## config.mk

```make
export PLATFORM = sky130hd
export DESIGN_NAME = pnf_front
export DESIGN_NICKNAME = d
export VERILOG_FILES = /design/src/rtl/core/pnf_pkg.sv /design/src/rtl/core/pnf_fifo.sv /design/src/rtl/core/pnf_front.sv
export SDC_FILE = /design/constraint.sdc
export NUM_CORES = 1
export LEC_CHECK = 0
export BUFFER_PORTS_ARGS = -buffer_cell sky130_fd_sc_hd__buf_4
export CAP_MARGIN = 10
export CORE_MARGIN = 2
export CORE_UTILIZATION = 55
export CTS_CLUSTER_SIZE = 10
export DETAILED_ROUTE_END_ITERATION = 12
export PLACE_DENSITY = 0.85
export SYNTH_ARGS = -nofsm -noshare
export SYNTH_HDL_FRONTEND = slang
export SYNTH_SLANG_ARGS = --single-unit
```

## constraint.sdc

```tcl
create_clock -name clk -period 14.6 [get_ports clk]
set_input_delay 2.92 -clock clk [delete_from_list [all_inputs] [get_ports clk]]
set_output_delay 2.92 -clock clk [all_outputs]
set_load 0.05 [all_outputs]
```

## src/rtl/core/pnf_pkg.sv

```systemverilog
// Shared types and constants of the post-Newtonian frequency block.
`default_nettype none
package pnf_pkg;

  localparam int unsigned TD_W   = 48;
  localparam int unsigned FREQ_W = 52;
  localparam int unsigned CFG_W  = 32;
  localparam int unsigned IDX_W  = 3;

  // Configuration register indexes
  localparam logic [IDX_W-1:0] CFG_PN_ORDER      = 3'd0;
  localparam logic [IDX_W-1:0] CFG_COEF_A2       = 3'd1;
  localparam logic [IDX_W-1:0] CFG_COEF_A3       = 3'd2;
  localparam logic [IDX_W-1:0] CFG_COEF_A4       = 3'd3;
  localparam logic [IDX_W-1:0] CFG_EIGHT_PI_MASS = 3'd4;

  // Reset values
  localparam logic [2:0]       ORDER_RESET = 3'd4;
  localparam logic [CFG_W-1:0] MASS_RESET  = 32'h0100_0000;

  // Saturated frequency
  localparam logic [FREQ_W-1:0] FREQ_MAX = '1;

  // Per-request classification made at the front
  typedef struct packed {
    logic bad;
    logic use_a2;
    logic use_a3;
    logic use_a4;
  } flags_t;

  typedef struct packed {
    logic [TD_W-1:0] td;
    flags_t          flags;
  } item_t;

  typedef struct packed {
    logic [CFG_W-1:0] a2;
    logic [CFG_W-1:0] a3;
    logic [CFG_W-1:0] a4;
    logic [CFG_W-1:0] mass;
  } coef_t;

  typedef struct packed {
    logic [FREQ_W-1:0] freq;
    logic              bad;
  } result_t;

endpackage
`default_nettype wire

```

## src/rtl/core/pnf_fifo.sv

```systemverilog
// Small register-based queue.
`default_nettype none
module pnf_fifo #(
  parameter int unsigned W     = 8,
  parameter int unsigned DEPTH = 2
) (
  input  logic         clk,
  input  logic         rst_n,
  input  logic         push,
  input  logic [W-1:0] wdata,
  input  logic         pop,
  output logic         full,
  output logic         empty,
  output logic [W-1:0] rdata
);

  localparam int unsigned PW = (DEPTH > 1) ? $clog2(DEPTH) : 1;
  localparam int unsigned CW = $clog2(DEPTH + 1);

  logic [W-1:0]  mem_r [DEPTH];
  logic [PW-1:0] wr_ptr_r;
  logic [PW-1:0] rd_ptr_r;
  logic [CW-1:0] count_r;
  logic          do_push;
  logic          do_pop;

  function automatic logic [PW-1:0] wrap_inc(input logic [PW-1:0] p);
    return (p == PW'(DEPTH - 1)) ? '0 : p + 1'b1;
  endfunction

  assign full    = (count_r == CW'(DEPTH));
  assign empty   = (count_r == '0);
  assign do_push = push & ~full;
  assign do_pop  = pop & ~empty;
  assign rdata   = mem_r[rd_ptr_r];

  // Advance pointers and fill count
  always_ff @(posedge clk) begin
    if (!rst_n) begin
      wr_ptr_r <= '0;
      rd_ptr_r <= '0;
      count_r  <= '0;
    end else begin
      if (do_push) wr_ptr_r <= wrap_inc(wr_ptr_r);
      if (do_pop)  rd_ptr_r <= wrap_inc(rd_ptr_r);
      if (do_push && !do_pop) begin
        count_r <= count_r + 1'b1;
      end else if (!do_push && do_pop) begin
        count_r <= count_r - 1'b1;
      end
    end
  end

  // Store request payload
  always_ff @(posedge clk) begin
    if (do_push) mem_r[wr_ptr_r] <= wdata;
  end

endmodule
`default_nettype wire

```

## src/rtl/core/pnf_front.sv

```systemverilog
// Front end: configuration registers, request classification and the issue queue.
`default_nettype none
module pnf_front #(
  parameter int unsigned QUEUE_DEPTH = 2
) (
  input  logic                      clk,
  input  logic                      rst_n,
  input  logic                      push,
  output logic                      full,
  input  logic [pnf_pkg::TD_W-1:0]  td,
  input  logic                      cfg_we,
  input  logic [pnf_pkg::IDX_W-1:0] cfg_index,
  input  logic [pnf_pkg::CFG_W-1:0] cfg_wdata,
  input  logic                      q_pop,
  output logic                      q_empty,
  output pnf_pkg::item_t            q_item,
  output pnf_pkg::coef_t            cfg
);

  logic [2:0]     order_r;
  pnf_pkg::coef_t coef_r;
  pnf_pkg::item_t item_nxt;
  logic [$bits(pnf_pkg::item_t)-1:0] q_rdata;

  // Hold configuration
  always_ff @(posedge clk) begin
    if (!rst_n) begin
      order_r     <= pnf_pkg::ORDER_RESET;
      coef_r.a2   <= '0;
      coef_r.a3   <= '0;
      coef_r.a4   <= '0;
      coef_r.mass <= pnf_pkg::MASS_RESET;
    end else if (cfg_we) begin
      case (cfg_index)
        pnf_pkg::CFG_PN_ORDER:      order_r     <= cfg_wdata[2:0];
        pnf_pkg::CFG_COEF_A2:       coef_r.a2   <= cfg_wdata;
        pnf_pkg::CFG_COEF_A3:       coef_r.a3   <= cfg_wdata;
        pnf_pkg::CFG_COEF_A4:       coef_r.a4   <= cfg_wdata;
        pnf_pkg::CFG_EIGHT_PI_MASS: coef_r.mass <= cfg_wdata;
        default: ;
      endcase
    end
  end

  assign cfg = coef_r;

  // Classify the request; orders above four act as four
  always_comb begin
    item_nxt.td           = td;
    item_nxt.flags.bad    = (td == '0);
    item_nxt.flags.use_a2 = (order_r >= 3'd2);
    item_nxt.flags.use_a3 = (order_r >= 3'd3);
    item_nxt.flags.use_a4 = (order_r >= 3'd4);
  end

  pnf_fifo #(
    .W     ($bits(pnf_pkg::item_t)),
    .DEPTH (QUEUE_DEPTH)
  ) u_issue_q (
    .clk   (clk),
    .rst_n (rst_n),
    .push  (push),
    .wdata (item_nxt),
    .pop   (q_pop),
    .full  (full),
    .empty (q_empty),
    .rdata (q_rdata)
  );

  assign q_item = pnf_pkg::item_t'(q_rdata);

endmodule
`default_nettype wire

```

==> run summary <==
outcome: finished, final reports clean
CP max-delay cell: dfxtp_2
final non-filler cell total: 1267
fin nets: 1126
H-tree depth: 1
maximum fanout along the worst path: 52
Num Clock Sinks: 240
Chip Width: 130.2 um
Final period util: 35.71%
most common cell after layout, fill and taps aside: buf_4
DRT Pass-1 Iters: 5
largest net degree at the start of global routing: 87
1st-iter DRT viols: 411
sum of buffers and inverters on the critical path: 1
row cnt: 46
routed via count: 6747
Post-CTS Setup Bufs: 0
sequential cell area fraction in the yosys report: 66.69%
crit-path cells: mux2_2 -> buf_4
setup_tns: 0 ns
placed insts: 1223
startpoint types: flip-flop
CTS tree: yes
Residual DRC: 0
Max transition margin: 20.39%
hold depth: 2
worst reg2reg path depth: 4
Ys Warns: 0
leakage: 0.004458 uW
cts hold-fix bufs: 0
PD cells: 159.1 nW/um2
Crit path largest cell delay: 1.11 ns
max-slew violation count: 0
RSZ-0062 raised after global routing: false
R2R Setup Slk: 12.64 ns
WS Path Type: flip-flop to output pin
clk root buf: clkbuf_16
GRT Util Overall: 26.43%
core box area: 15710 um2
CP Data Arrival Time: 2.29 ns
Num CTS Buffers: 28
Final Hold Vio Count: 0
Worst VDD drop: 0.08902 mV
WL/cell: 18.38 um
total gr overflow: 0
Clk Latency, worst-skew pair: 0.52 ns
HP Class: flip-flop to flip-flop
ys flop type: dfxtp_1
Setup violations, final: 0
Req. time, crit path: 11.68 ns
synthesized flop and latch total: 240
Area Growth Syn to Fin: 32.63%
Post-synth EDFFs: 104
total wire length: 23290 um
initial antenna violation count: 0
clock buffer depth: 3
Max Clock Freq: 0.1918 GHz
Distinct cells, synth: 34
Clock transition at path regs: 0.05 ns
share of cells above drive strength 1: 36.44%
first-pass GRT wire length: 34800 um
chip height: 130.2 um
mean area per synthesized cell: 11.21 um2
Port Buf Inserts: 269
Syn Nets: 871
Mapped Cells: 782
Max Cap Viol: 0
Slew @ Worst Pin: 1.194 ns
cell area after synthesis: 8766 um2
commonest non-fill, non-tap cells in the layout: 277 x buf_4, 257 x nand2_1, 135 x dfxtp_1
global placer's final weighted congestion: 0.8041
hpwl dp: 15240 um
DRT antenna net count: 0
Vias/cell: 5.325
crit end category: output pin
Pwr Total: 1849 uW
I/O pin count: 270
minimum clock period: 5.214 ns
diodes inserted: 0
Worst path depth: 2
worst-case clock skew: 0.005662 ns
Initial Util: 55.79%
Top Family by Delay on Critical Path: flip-flops
vias in the first global route: 6391
Synth async-reset ratio: 0%
PostCTS Resize Cnt: 0
die area: 16960 um2
[synth_stat cells (2+ instances only)]
cell,number,share of area [%]
nand2_1,257,11
dfxtp_1,136,31
a21oi_1,113,6.5
edfxtp_1,104,36
mux2_2,52,6.7
buf_2,25,1.4
a21oi_2,15,1.5
clkbuf_1,12,0.51
nor4_1,12,0.86
buf_4,8,0.69
nor2_1,7,0.30
buf_6,4,0.51
and4bb_2,3,0.43
buf_1,3,0.13
mux2i_1,3,0.34
nand4_1,3,0.21
nand4bb_1,3,0.39
xor2_1,3,0.30
inv_1,2,0.086
nor3_1,2,0.11
o21ai_0,2,0.11
[cell families after synthesis]
| kind of cell | count (synthesis) | share of synthesized area [%] |
|---|---|---|
| and+or+nand+nor | 295 | 14.13 |
| xor gates and xnor gates | 3 | 0.2998 |
| AOI/OAI and AO/OA | 133 | 8.322 |
| adders and majority gates | 1 | 0.1427 |
| muxes | 55 | 7.023 |
| buffers and inverters | 55 | 3.397 |
| DFF | 240 | 66.69 |
[worst register-to-register path: cells and delay by family (launching register included)]
family	cells	cell delay (ns)
DFF	1	0.41
and+or+nand+nor	2	0.46
buffers and inverters	2	0.68
[per-stage QoR]
stage                     setup WS (ns)  util, %  instance area, um2  hold WS (ns)
after detailed placement          9.917    68.98               10840        0.4468
after floorplan                   7.516        -                8766        0.4612
after global placement            9.995    68.98               10840        0.4416
after global routing              9.288    73.99               11630        0.4703
after CTS                         9.368    73.99               11630        0.4543
final                             9.386    73.99               11630        0.4532
[path summary, 6_finish.rpt]
path | start | to
worst max-delay path | flip-flop | q_item[22]
worst min-delay path | cfg[112] | cfg[112]
worst max register to register | u_issue_q.count_r[0] | u_issue_q.mem_r[0][10]
worst min register to register | cfg[112] | cfg[112]
[where the power goes]
group,internal [uW],total (uW),switching [uW]
clock,361,609,248
combinational,149,445,296
sequential,758,795,36.9
[area by class of cell]
class | instances | area [um2]
Sequential cell | 240 | 5847
Fill cell | 1044 | 4086
Multi-Input combinational cell | 487 | 2629
Timing Repair Buffer | 277 | 2079
Clock buffer | 43 | 778.2
Tap cell | 216 | 270.3
Inverter | 3 | 13.76
Clock inverter | 1 | 8.758
[registers in the layout (all words and copies together) (netlist names), named ones only]
signal / cells
order_r: 3
u_issue_q.wr_ptr_r: 1
u_issue_q.rd_ptr_r: 1
u_issue_q.count_r: 2
u_issue_q.mem_r: 104
cfg: 128
[metal layers]
metal / wire length (um) / GRT usage [%] / vias to the layer above
met5: 0 / 0 / -
met4: 600 / 7.970 / 0
met3: 2596 / 8.159 / 39
met2: 11100 / 44.38 / 337
met1: 8999 / 33.07 / 3185
li1: - / - / 3186
Power figures use the tool's default switching activity.
