==> src/rtl/core/pnf_fifo.sv <==
// Small register-based queue.
`default_nettype none
module pnf_fifo #(
  parameter int unsigned W     = 8,
  parameter int unsigned DEPTH = 2
) (
  input  logic         clk,
  input  logic         rst_n,
  input  logic         push,
  input  logic [W-1:0] wdata,
  input  logic         pop,
  output logic         full,
  output logic         empty,
  output logic [W-1:0] rdata
);

  localparam int unsigned PW = (DEPTH > 1) ? $clog2(DEPTH) : 1;
  localparam int unsigned CW = $clog2(DEPTH + 1);

  logic [W-1:0]  mem_r [DEPTH];
  logic [PW-1:0] wr_ptr_r;
  logic [PW-1:0] rd_ptr_r;
  logic [CW-1:0] count_r;
  logic          do_push;
  logic          do_pop;

  function automatic logic [PW-1:0] wrap_inc(input logic [PW-1:0] p);
    return (p == PW'(DEPTH - 1)) ? '0 : p + 1'b1;
  endfunction

  assign full    = (count_r == CW'(DEPTH));
  assign empty   = (count_r == '0);
  assign do_push = push & ~full;
  assign do_pop  = pop & ~empty;
  assign rdata   = mem_r[rd_ptr_r];

  // Advance pointers and fill count
  always_ff @(posedge clk) begin
    if (!rst_n) begin
      wr_ptr_r <= '0;
      rd_ptr_r <= '0;
      count_r  <= '0;
    end else begin
      if (do_push) wr_ptr_r <= wrap_inc(wr_ptr_r);
      if (do_pop)  rd_ptr_r <= wrap_inc(rd_ptr_r);
      if (do_push && !do_pop) begin
        count_r <= count_r + 1'b1;
      end else if (!do_push && do_pop) begin
        count_r <= count_r - 1'b1;
      end
    end
  end

  // Store request payload
  always_ff @(posedge clk) begin
    if (do_push) mem_r[wr_ptr_r] <= wdata;
  end

endmodule
`default_nettype wire

==> config.mk <==
export PLATFORM = sky130hd
export DESIGN_NAME = pnf_fifo
export DESIGN_NICKNAME = d
export VERILOG_FILES = /design/src/rtl/core/pnf_fifo.sv
export SDC_FILE = /design/constraint.sdc
export NUM_CORES = 1
export LEC_CHECK = 0
export BUFFER_PORTS_ARGS = -buffer_cell sky130_fd_sc_hd__buf_4
export CORE_MARGIN = 3
export CORE_UTILIZATION = 49
export DETAILED_ROUTE_END_ITERATION = 12
export GPL_ROUTABILITY_DRIVEN = 0
export HOLD_SLACK_MARGIN = 0.06
export MAX_ROUTING_LAYER = met4
export PLACE_DENSITY = 0.73
export REMOVE_ABC_BUFFERS = 1
export SYNTH_ARGS = -nofsm -noshare
export SYNTH_HDL_FRONTEND = slang
export SYNTH_SLANG_ARGS = --single-unit
==> constraint.sdc <==
create_clock -name clk -period 1.65 [get_ports clk]
set_input_delay 0.165 -clock clk [delete_from_list [all_inputs] [get_ports clk]]
set_output_delay 0.165 -clock clk [all_outputs]
set_load 0.005 [all_outputs]
==> key figures, run 1 <==
STA
  • Final setup viols: 0
  • Max_slew headroom: 0.7436
  • Post-route clock period utilization: 0.9262
  • Worst Tran Pin Value: 0.3845 ns
  • Final slew viol count: 0
  • Worst Skew: 0.001044 ns
  • Setup TNS Final: 0 ns
  • Fin. Hold Viols: 0
  • RSZ-0062 raised after global routing: false
  • Fmax: 654.4 MHz
  • Final min period: 1.528 ns

Final layout
  • Nets: 97
  • Share of cells above drive strength 1: 0.4458
  • Antenna Cells: 0
  • Layout area overhead: 35.70%

Logic synthesis
  • Number of flops mapped to enable cells by yosys: 16
  • Syn avg cell area: 16.19 µm²
  • Post-synth ARST share: 0
  • Register area share after synthesis: 0.7172
  • Area contributors post-synth: edfxtp_1 (59%), dfxtp_1 (12%), mux2_2 (11%)
  • Dominant cell type by area after synthesis: edfxtp_1
  • Main synth FF type: edfxtp_1
  • Number of synthesized register bits: 21
  • Cells after Synth: 50
  • Synth warnings: 0
  • Synth cell types: 20
  • Post-synthesis cell area: 809.5 µm²
  • Yosys top cell area share: 0.5935
  • Most frequent cell after synthesis: edfxtp_1
  • Commonest cells in the netlist: edfxtp_1 (16), mux2_2 (8), dfxtp_1 (5), and2_1 (3)

Power and ir drop
  • Total power: 1.463 mW
  • Static leakage: 0.4382 nW
  • Power per cell area: 1332 nW/µm²
  • Maximum VDD drop: 0.0008850 V

Drt
  • DRC viols: 0
  • Total length of routed wires: 1231 µm
  • Initial drt markers: 5
  • DR vias: 496
  • Pre-Repair DR Iteration Count: 4
  • DR WL/cell: 12.43 µm
  • Via-to-Cell Ratio: 5.010
  • Top layer in use: met4
  • DR WL met3: 84 µm
  • M1 WL: 529 µm
  • Routed Antenna Nets: 0
  • Metal2 WL: 604 µm

Floorplanning
  • Die ar.: 2176 µm²
  • DIE WIDTH: 46.65 µm
  • CORE AREA: 1524 µm²
  • Initial Util: 0.5312
  • Std cell rows: 14
  • Die height: 46.65 µm
  • Ports: 22

Global route
  • Initial antenna violation count: 0
  • GRT Residual Overflow: 0
  • First-pass GRT wire length: 1863 µm
  • Vias in the first global route: 476
  • GRT Overall Usage: 0.1330
  • Largest net degree at the start of global routing: 13

Setup path
  • Capturing point of the worst reg2reg path: count_r[1]
  • Nature of the critical path startpoint: flop
  • Worst Setup End Kind: primary output
  • R2R Setup Slk: 0.14 ns
  • RR Startpoint: count_r[0]
  • Crit Path Max Fanout: 8
  • Critical Path AT: 1.36 ns
  • Kind of critical path: flop to primary output
  • Reg2reg path depth: 6
  • CP Data Required Time: 1.48 ns

Clock network
  • Root Driver: clkbuf_4
  • Worst skew pair latency: 0.29 ns
  • CTS tree: yes
  • Clock sink total: 21
  • CTS Buf Count: 3
  • Total setup buffers inserted after CTS: 0
  • Deepest clock path buffer count: 2
  • Clk pin slew, worst setup/hold paths: 0.11 ns
  • H-tree Lvls: 1

Place
  • Hpwl dp: 867.5 µm
  • Port buffer count: 21

Status
  • Status: completed

Flow run
  • # Max-Cap Violations: 0

Min path
  • Endpoint, Worst Hold: wr_ptr_r
  • HP Start: rst_n
  • Hold Path Depth: 2
  • Worst hold path type: input pin to flop
## what timing repair did
item,in CTS,in global routing
hold buffers,8,0
hold endpoints to repair,16,0
gates resized for setup,0,1
endpoints found under the setup margin,0,1
## how the worst max path moves through the flow
stage               startpoint    endpoint  slack (ns)  depth (start not counted)
detailed placement  count_r[0]  count_r[1]        0.12                          6
global placement    count_r[0]  count_r[1]        0.15                          6
CTS                       flop    rdata[5]        0.08                          2
finish                    flop    rdata[7]        0.12                          2
floorplan           count_r[0]  count_r[1]        0.20                          6
global route        count_r[0]  count_r[1]        0.03                          6
## metrics by stage
step | hold slack [ns] | std cells | area, µm² | setup slack, ns | utilization
detailed placement | 0.3529 | 87 | 989.7 | 0.1182 | 0.6494
global route | 0.1021 | 99 | 1099 | 0.03204 | 0.7209
global placement | 0.3496 | 87 | 989.7 | 0.1522 | 0.6494
CTS | 0.08314 | 99 | 1097 | 0.08293 | 0.7200
finish | 0.1004 | 99 | 1099 | 0.1218 | 0.7209
floorplan | 0.2639 | 49 | 804.5 | 0.1960 | -
## kinds of logic after synthesis
logic type | Yosys count | synth area share
compound gates | 5 | 0.04018
xor+xnor | 3 | 0.03246
fa+ha+maj | 1 | 0.01545
buf+inv | 3 | 0.01544
flops | 21 | 0.7172
mux | 8 | 0.1113
simple gates | 9 | 0.06803
## registers in the layout, summed over array words and instances, names as in the netlist, named ones only
signal    flops
count_r       2
rd_ptr_r      1
wr_ptr_r      1
mem_r        16
## layout make-up
type                       instances  area (µm²)
fill                             108       425.4
timing repair buffer              30       245.2
clock buffer                       3       22.52
tap                               16       20.02
multi-input combinational         26       216.5
sequential                        21       581.8
clock inverter                     1       5.005
inverter                           2       7.507
## critical path, stage by stage (launching register included)
cell and delay, ns:
dfxtp_1 0.55, mux2_2 0.39, buf_4 0.13
## placed cells by master, fill, tap and decap left out
master and count:
buf_4 22, edfxtp_1 16, mux2_2 8, dlygate4sd3_1 8
dfxtp_1 4, and2_1 3, clkbuf_4 3, nor2_1 2
xnor2_1 2, nand2b_1 1, inv_2 1, inv_1 1
o21ai_1 1, and3_1 1, nor3_2 1, a21boi_0 1
o21a_1 1, xor2_1 1, o21ai_0 1, or3_1 1
a21boi_1 1, ha_1 1, clkinv_2 1, dfxtp_2 1
## power breakdown
part	internal, mW	switching (mW)	total, mW
Combinational	0.300	0.185	0.486
Sequential	0.677	0.0682	0.745
Clock	0.0902	0.142	0.233
Total	1.07	0.396	1.46
## routing by layer
layer  global-route usage  vias up
met3              0.03516        2
li1                     -      249
met1               0.1468      230
met5                    -        -
met2               0.2115       15
met4              0.08287        0
(Power assumes the default switching activity.)
==> run 2, diff against run 1 <==
--- a/config.mk
+++ b/config.mk
@@ -7,12 +7,12 @@
 export LEC_CHECK = 0
 export BUFFER_PORTS_ARGS = -buffer_cell sky130_fd_sc_hd__buf_4
 export CORE_MARGIN = 3
-export CORE_UTILIZATION = 49
+export CORE_UTILIZATION = 25
 export DETAILED_ROUTE_END_ITERATION = 12
 export GPL_ROUTABILITY_DRIVEN = 0
 export HOLD_SLACK_MARGIN = 0.06
 export MAX_ROUTING_LAYER = met4
-export PLACE_DENSITY = 0.73
+export PLACE_DENSITY = 0.42
 export REMOVE_ABC_BUFFERS = 1
 export SYNTH_ARGS = -nofsm -noshare
 export SYNTH_HDL_FRONTEND = slang
==> run 2 against run 1 <==
Effect of this change:
- via count is 1.6% lower
- die area is 82% higher
- utilization is 35 points lower
- combinational power is 4% higher
- hold slack better by 0.010 ns
- largest cell class unchanged
- register-to-register slack better by 0.02 ns
- first-iteration DRC count is 120% higher
- highest routed layer unchanged
- power is 2.5% higher
- critical endpoint is now count_r[1]
- largest power group unchanged
- global-route usage is 5.0 points lower
==> key figures, run 2 (same netlist as run 1, synthesis figures left out) <==
Floorplanning
  • Initial Util: 0.2630
  • CORE AREA: 3078 µm²
  • Die ar.: 3957 µm²
  • Ports: 22
  • DIE WIDTH: 62.91 µm
  • Die height: 62.91 µm
  • Std cell rows: 20

Global route
  • GRT Overall Usage: 0.08346
  • Initial antenna violation count: 0
  • Vias in the first global route: 502
  • First-pass GRT wire length: 2387 µm
  • GRT Residual Overflow: 0
  • Largest net degree at the start of global routing: 13

Power and ir drop
  • Power per cell area: 1304 nW/µm²
  • Maximum VDD drop: 0.0005095 V
  • Flop pwr share: 0.504
  • Switching power: 411.8 µW
  • Combinational power share: 0.337
  • Sw Share: 0.2746
  • Static leakage: 0.4468 nW
  • Clock share of power: 0.159
  • Internal power: 1.088 mW

Clock network
  • Clk pin slew, worst setup/hold paths: 0.11 ns
  • Worst skew pair latency: 0.29 ns
  • Root Driver: clkbuf_4
  • CTS tree: yes
  • Clock sink total: 21
  • H-tree Lvls: 1
  • Deepest clock path buffer count: 2
  • CTS Buf Count: 3

Place
  • Port buffer count: 21
  • Hpwl dp: 964.9 µm
  • # placed instances: 116

Setup path
  • Nature of the critical path startpoint: flop
  • RR Startpoint: count_r[0]
  • Worst Setup End Kind: flop
  • R2R Setup Slk: 0.16 ns
  • Crit Path Max Fanout: 5
  • Capturing point of the worst reg2reg path: count_r[1]
  • Reg2reg path depth: 6
  • Critical Path AT: 1.72 ns
  • Kind of critical path: flop to flop
  • CP Data Required Time: 1.88 ns

Final layout
  • Biggest register: mem_r
  • Final Core Density: 0.3736
  • # fillers: 315
  • Share of cells above drive strength 1: 0.4762
  • Layout area overhead: 42.04%
  • Most frequent cells in the layout: buf_4 (23), edfxtp_1 (16), mux2_2 (8), dlygate4sd3_1 (8)
  • Antenna Cells: 0
  • Nets: 98
  • Multi-input gate area: 224.0 µm²
  • Post-route insts no fill: 128
  • Register area: 583.1 µm²
  • Commonest non-fill, non-tap cell in the layout: buf_4
  • Biggest regs: mem_r (16), count_r (2)
  • Max reg flops: 16

STA
  • Worst Tran Pin Value: 0.3992 ns
  • Post-route clock period utilization: 0.9007
  • Fin. Hold Viols: 0
  • Final slew viol count: 0
  • Max_slew headroom: 0.7339
  • Worst Skew: 0.003135 ns
  • RSZ-0062 raised after global routing: false
  • Final setup viols: 0
  • Fmax: 672.9 MHz
  • Final min period: 1.486 ns
  • Setup TNS Final: 0 ns

Min path
  • HP Start: rst_n
  • Hold Path Depth: 2
  • Worst hold path type: input pin to flop

Drt
  • Routed Antenna Nets: 0
  • DRC viols: 0
  • Total length of routed wires: 1416 µm
  • Via-to-Cell Ratio: 3.813
  • DR vias: 488
  • Pre-Repair DR Iteration Count: 3
  • DR WL/cell: 11.06 µm
  • Initial drt markers: 11

Flow run
  • # Max-Cap Violations: 0

Status
  • Status: completed
==> run 2: cell types whose count changed in the layout (fill, tap and decap cells not counted) <==
cell and change:
nand2b_1 -1, buf_4 +1, dfxtp_1 -1, dfxtp_2 +1, nand2b_4 +1
==> run 2: power groups by stage <==
stage	Sequential [mW]	Clock, mW	Combinational, mW
floorplan	0.739	0	0.273
global placement	0.759	0	0.488
detailed placement	0.760	0	0.487
CTS	0.748	0.259	0.505
global route	0.772	0.304	0.559
finish	0.756	0.239	0.505
==> run 2: worst max-delay path by stage <==
stage / slack [ns] / from / to / cells past startpoint
global route: 0.04 / count_r[1] / count_r[1] / 6
CTS: 0.04 / flop / rdata[6] / 2
global placement: 0.14 / count_r[0] / count_r[1] / 6
detailed placement: 0.1 / count_r[0] / count_r[1] / 6
floorplan: 0.20 / count_r[0] / count_r[1] / 6
finish: 0.16 / count_r[0] / count_r[1] / 6
==> run 2: worst max-delay path: stages, from the launching register on <==
cell and delay (ns):
dfxtp_2 0.39, nand2b_4 0.15, inv_2 0.05, nor2_1 0.09, ha_1 0.26, or3_1 0.35, a21boi_1 0.14
==> run 2: layer usage <==
metal,global-route usage,wire length [µm],part of all wire,up-vias
met1,0.1095,695,0.49,224
met3,0.02158,67,0.047,2
met4,0.04959,18,0.013,0
li1,-,-,-,249
met5,-,0,0,-
met2,0.1146,635,0.45,13
==> run 2: layout make-up <==
| class | instances | area share |
|---|---|---|
| sequential | 21 | 0.5071 |
| clock buffer | 3 | 0.01959 |
| inverter | 2 | 0.006529 |
| timing repair buffer | 31 | 0.2198 |
| clock inverter | 1 | 0.004353 |
| multi-input combinational | 26 | 0.1948 |
| tap | 44 | 0.04788 |
==> run 2: through the flow <==
step | hold WS, ns | worst slack [ns] | power (mW) | instance area [µm²]
finish | 0.1108 | 0.1638 | 1.500 | 1150
global placement | 0.3514 | 0.1397 | 1.247 | 1032
detailed placement | 0.3545 | 0.09527 | 1.247 | 1032
global route | 0.08654 | 0.04023 | 1.634 | 1150
CTS | 0.09464 | 0.03663 | 1.512 | 1140
floorplan | 0.2639 | 0.1960 | 1.012 | 804.5
==> run 2: what timing repair did <==
| item | in CTS | in global routing |
|---|---|---|
| endpoints found under the setup margin | 0 | 9 |
| buffers inserted | 0 | 0 |
| hold endpoints to repair | 16 | 0 |
| gates resized for setup | 0 | 3 |
| hold buffers | 8 | 0 |
==> run 3, diff against run 2 <==
--- a/config.mk
+++ b/config.mk
@@ -10,6 +10,7 @@
 export CORE_UTILIZATION = 25
 export DETAILED_ROUTE_END_ITERATION = 12
 export GPL_ROUTABILITY_DRIVEN = 0
+export GPL_TIMING_DRIVEN = 0
 export HOLD_SLACK_MARGIN = 0.06
 export MAX_ROUTING_LAYER = met4
 export PLACE_DENSITY = 0.42
==> run 3 against run 2 <==
Effect of this change:
- clock skew is 0.0022 ns higher
- power is 0.39% higher
- final area down 0.43%
- setup slack lost 0.0026 ns
- non-clock buffer count fell by 1
- count of clock-buffer cells in the layout is the same
- routed wire length shrank 0.71%
- register-to-register slack about the same
- combinational power barely moved
- critical path type unchanged
- highest routed layer unchanged
==> key figures, run 3 (same netlist as run 1, synthesis figures left out) <==
Final layout
  • Final Core Density: 0.3720
  • Post-route cell area: 1145 µm²
  • Antenna Cells: 0
  • Biggest register: mem_r
  • Max reg flops: 16
  • Biggest regs: mem_r (16), count_r (2)
  • Most frequent cells in the layout: buf_4 (22), edfxtp_1 (16), mux2_2 (8), dlygate4sd3_1 (8)
  • Layout area overhead: 41.42%
  • Commonest non-fill, non-tap cell in the layout: buf_4
  • Share of cells above drive strength 1: 0.4699
  • Post-route insts no fill: 127
  • Nets: 97

Drt
  • DR vias: 480
  • Initial drt markers: 6
  • DR WL/cell: 11.07 µm
  • Via-to-Cell Ratio: 3.780
  • Total length of routed wires: 1406 µm
  • Routed Antenna Nets: 0
  • DRC viols: 0
  • Pre-Repair DR Iteration Count: 4

Clock network
  • Clock sink total: 21
  • CTS Buf Count: 3
  • CTS tree: yes
  • Deepest clock path buffer count: 2
  • Clk pin slew, worst setup/hold paths: 0.11 ns
  • H-tree Lvls: 1
  • Root Driver: clkbuf_4
  • Worst skew pair latency: 0.30 ns

Global route
  • Vias in the first global route: 536
  • Initial antenna violation count: 0
  • First-pass GRT wire length: 2346 µm
  • GRT Residual Overflow: 0
  • GRT Overall Usage: 0.08226
  • Largest net degree at the start of global routing: 13

Power and ir drop
  • Maximum VDD drop: 0.0005043 V
  • Total power: 1.506 mW
  • Combinational power share: 0.336
  • Clock share of power: 0.159
  • Static leakage: 0.4419 nW
  • Flop pwr share: 0.505
  • Power per cell area: 1315 nW/µm²
  • Internal power: 1.091 mW
  • Sw Share: 0.2754
  • Switching power: 414.6 µW

Floorplanning
  • Initial Util: 0.2630
  • Die height: 62.91 µm
  • Ports: 22
  • DIE WIDTH: 62.91 µm
  • Die ar.: 3957 µm²
  • Std cell rows: 20
  • CORE AREA: 3078 µm²

STA
  • RSZ-0062 raised after global routing: false
  • Worst Skew: 0.005359 ns
  • Post-route clock period utilization: 0.9023
  • Fmax: 671.7 MHz
  • Final min period: 1.489 ns
  • Setup TNS Final: 0 ns
  • Worst Tran Pin Value: 0.7245 ns
  • Final hold slack: 0.09896 ns
  • Max_slew headroom: 0.5143
  • Final slew viol count: 0
  • Worst Slack Setup Final: 0.1613 ns
  • Final setup viols: 0
  • Fin. Hold Viols: 0

Setup path
  • Crit-path slowest cell: dfxtp_1
  • Max incr delay on CP: 0.45 ns
  • Crit Path Max Fanout: 5
  • Family with the most delay on the worst path: simple AND/OR/NAND/NOR gates
  • CP bufs+invs: 1
  • Critical Path AT: 1.73 ns
  • Nature of the critical path startpoint: flop
  • Critical-path cell list: nand2b_4 -> inv_2 -> nor2_1 -> ha_1 -> or3_1 -> a21boi_1
  • Kind of critical path: flop to flop
  • CP Data Required Time: 1.89 ns
  • Worst Setup End Kind: flop

Place
  • Port buffer count: 21
  • DP Worst Slack: 0.03594 ns
  • Hpwl dp: 955.1 µm
  • # placed instances: 114
  • Placed Area: 1017 µm²

Status
  • Status: completed

Min path
  • Worst hold path type: input pin to flop

Flow run
  • # Max-Cap Violations: 0
[run 3: cell types whose count changed in the layout (fill, tap and decap cells not counted)]
cell	previous run	this run
dfxtp_2	2	1
dfxtp_4	0	1
buf_4	23	22
[run 3: final cells by class]
class / count / area, µm²
Clock buffer: 3 / 22.52
Multi-Input combinational cell: 26 / 224.0
Sequential cell: 21 / 585.6
Inverter: 2 / 7.507
Fill cell: 319 / 1933
Tap cell: 44 / 55.05
Clock inverter: 1 / 5.005
Timing Repair Buffer: 30 / 245.2
[run 3: path summary, 6_finish.rpt]
path / start / to / slack [ns] / cells after the start
hold reg to reg: count_r[1] / count_r[1] / 0.57 / 2
hold / removal: rst_n / wr_ptr_r / 0.1 / 2
setup reg to reg: count_r[1] / count_r[1] / 0.16 / 6
setup / recovery: count_r[1] / count_r[1] / 0.16 / 6
[run 3: power groups by stage]
stage / Clock, mW / Combinational, mW / Sequential, mW
after floorplan: 0 / 0.273 / 0.739
after global placement: 0 / 0.464 / 0.760
after detailed placement: 0 / 0.472 / 0.760
after CTS: 0.259 / 0.489 / 0.750
after global routing: 0.288 / 0.566 / 0.781
final: 0.239 / 0.506 / 0.761
[run 3: per-layer routing]
layer  vias up  share of wire  global-route usage
met5         -              0                   -
met1       218           0.45             0.09019
met3         2          0.058             0.02698
li1        247              -                   -
met4         0          0.012             0.04959
met2        13           0.48              0.1291
[run 3: timing repair]
item,CTS,global route
setup endpoints to repair,0,13
endpoints found under the hold margin,16,0
setup buffers,0,1
hold buffers,8,0
gates resized for setup,0,4
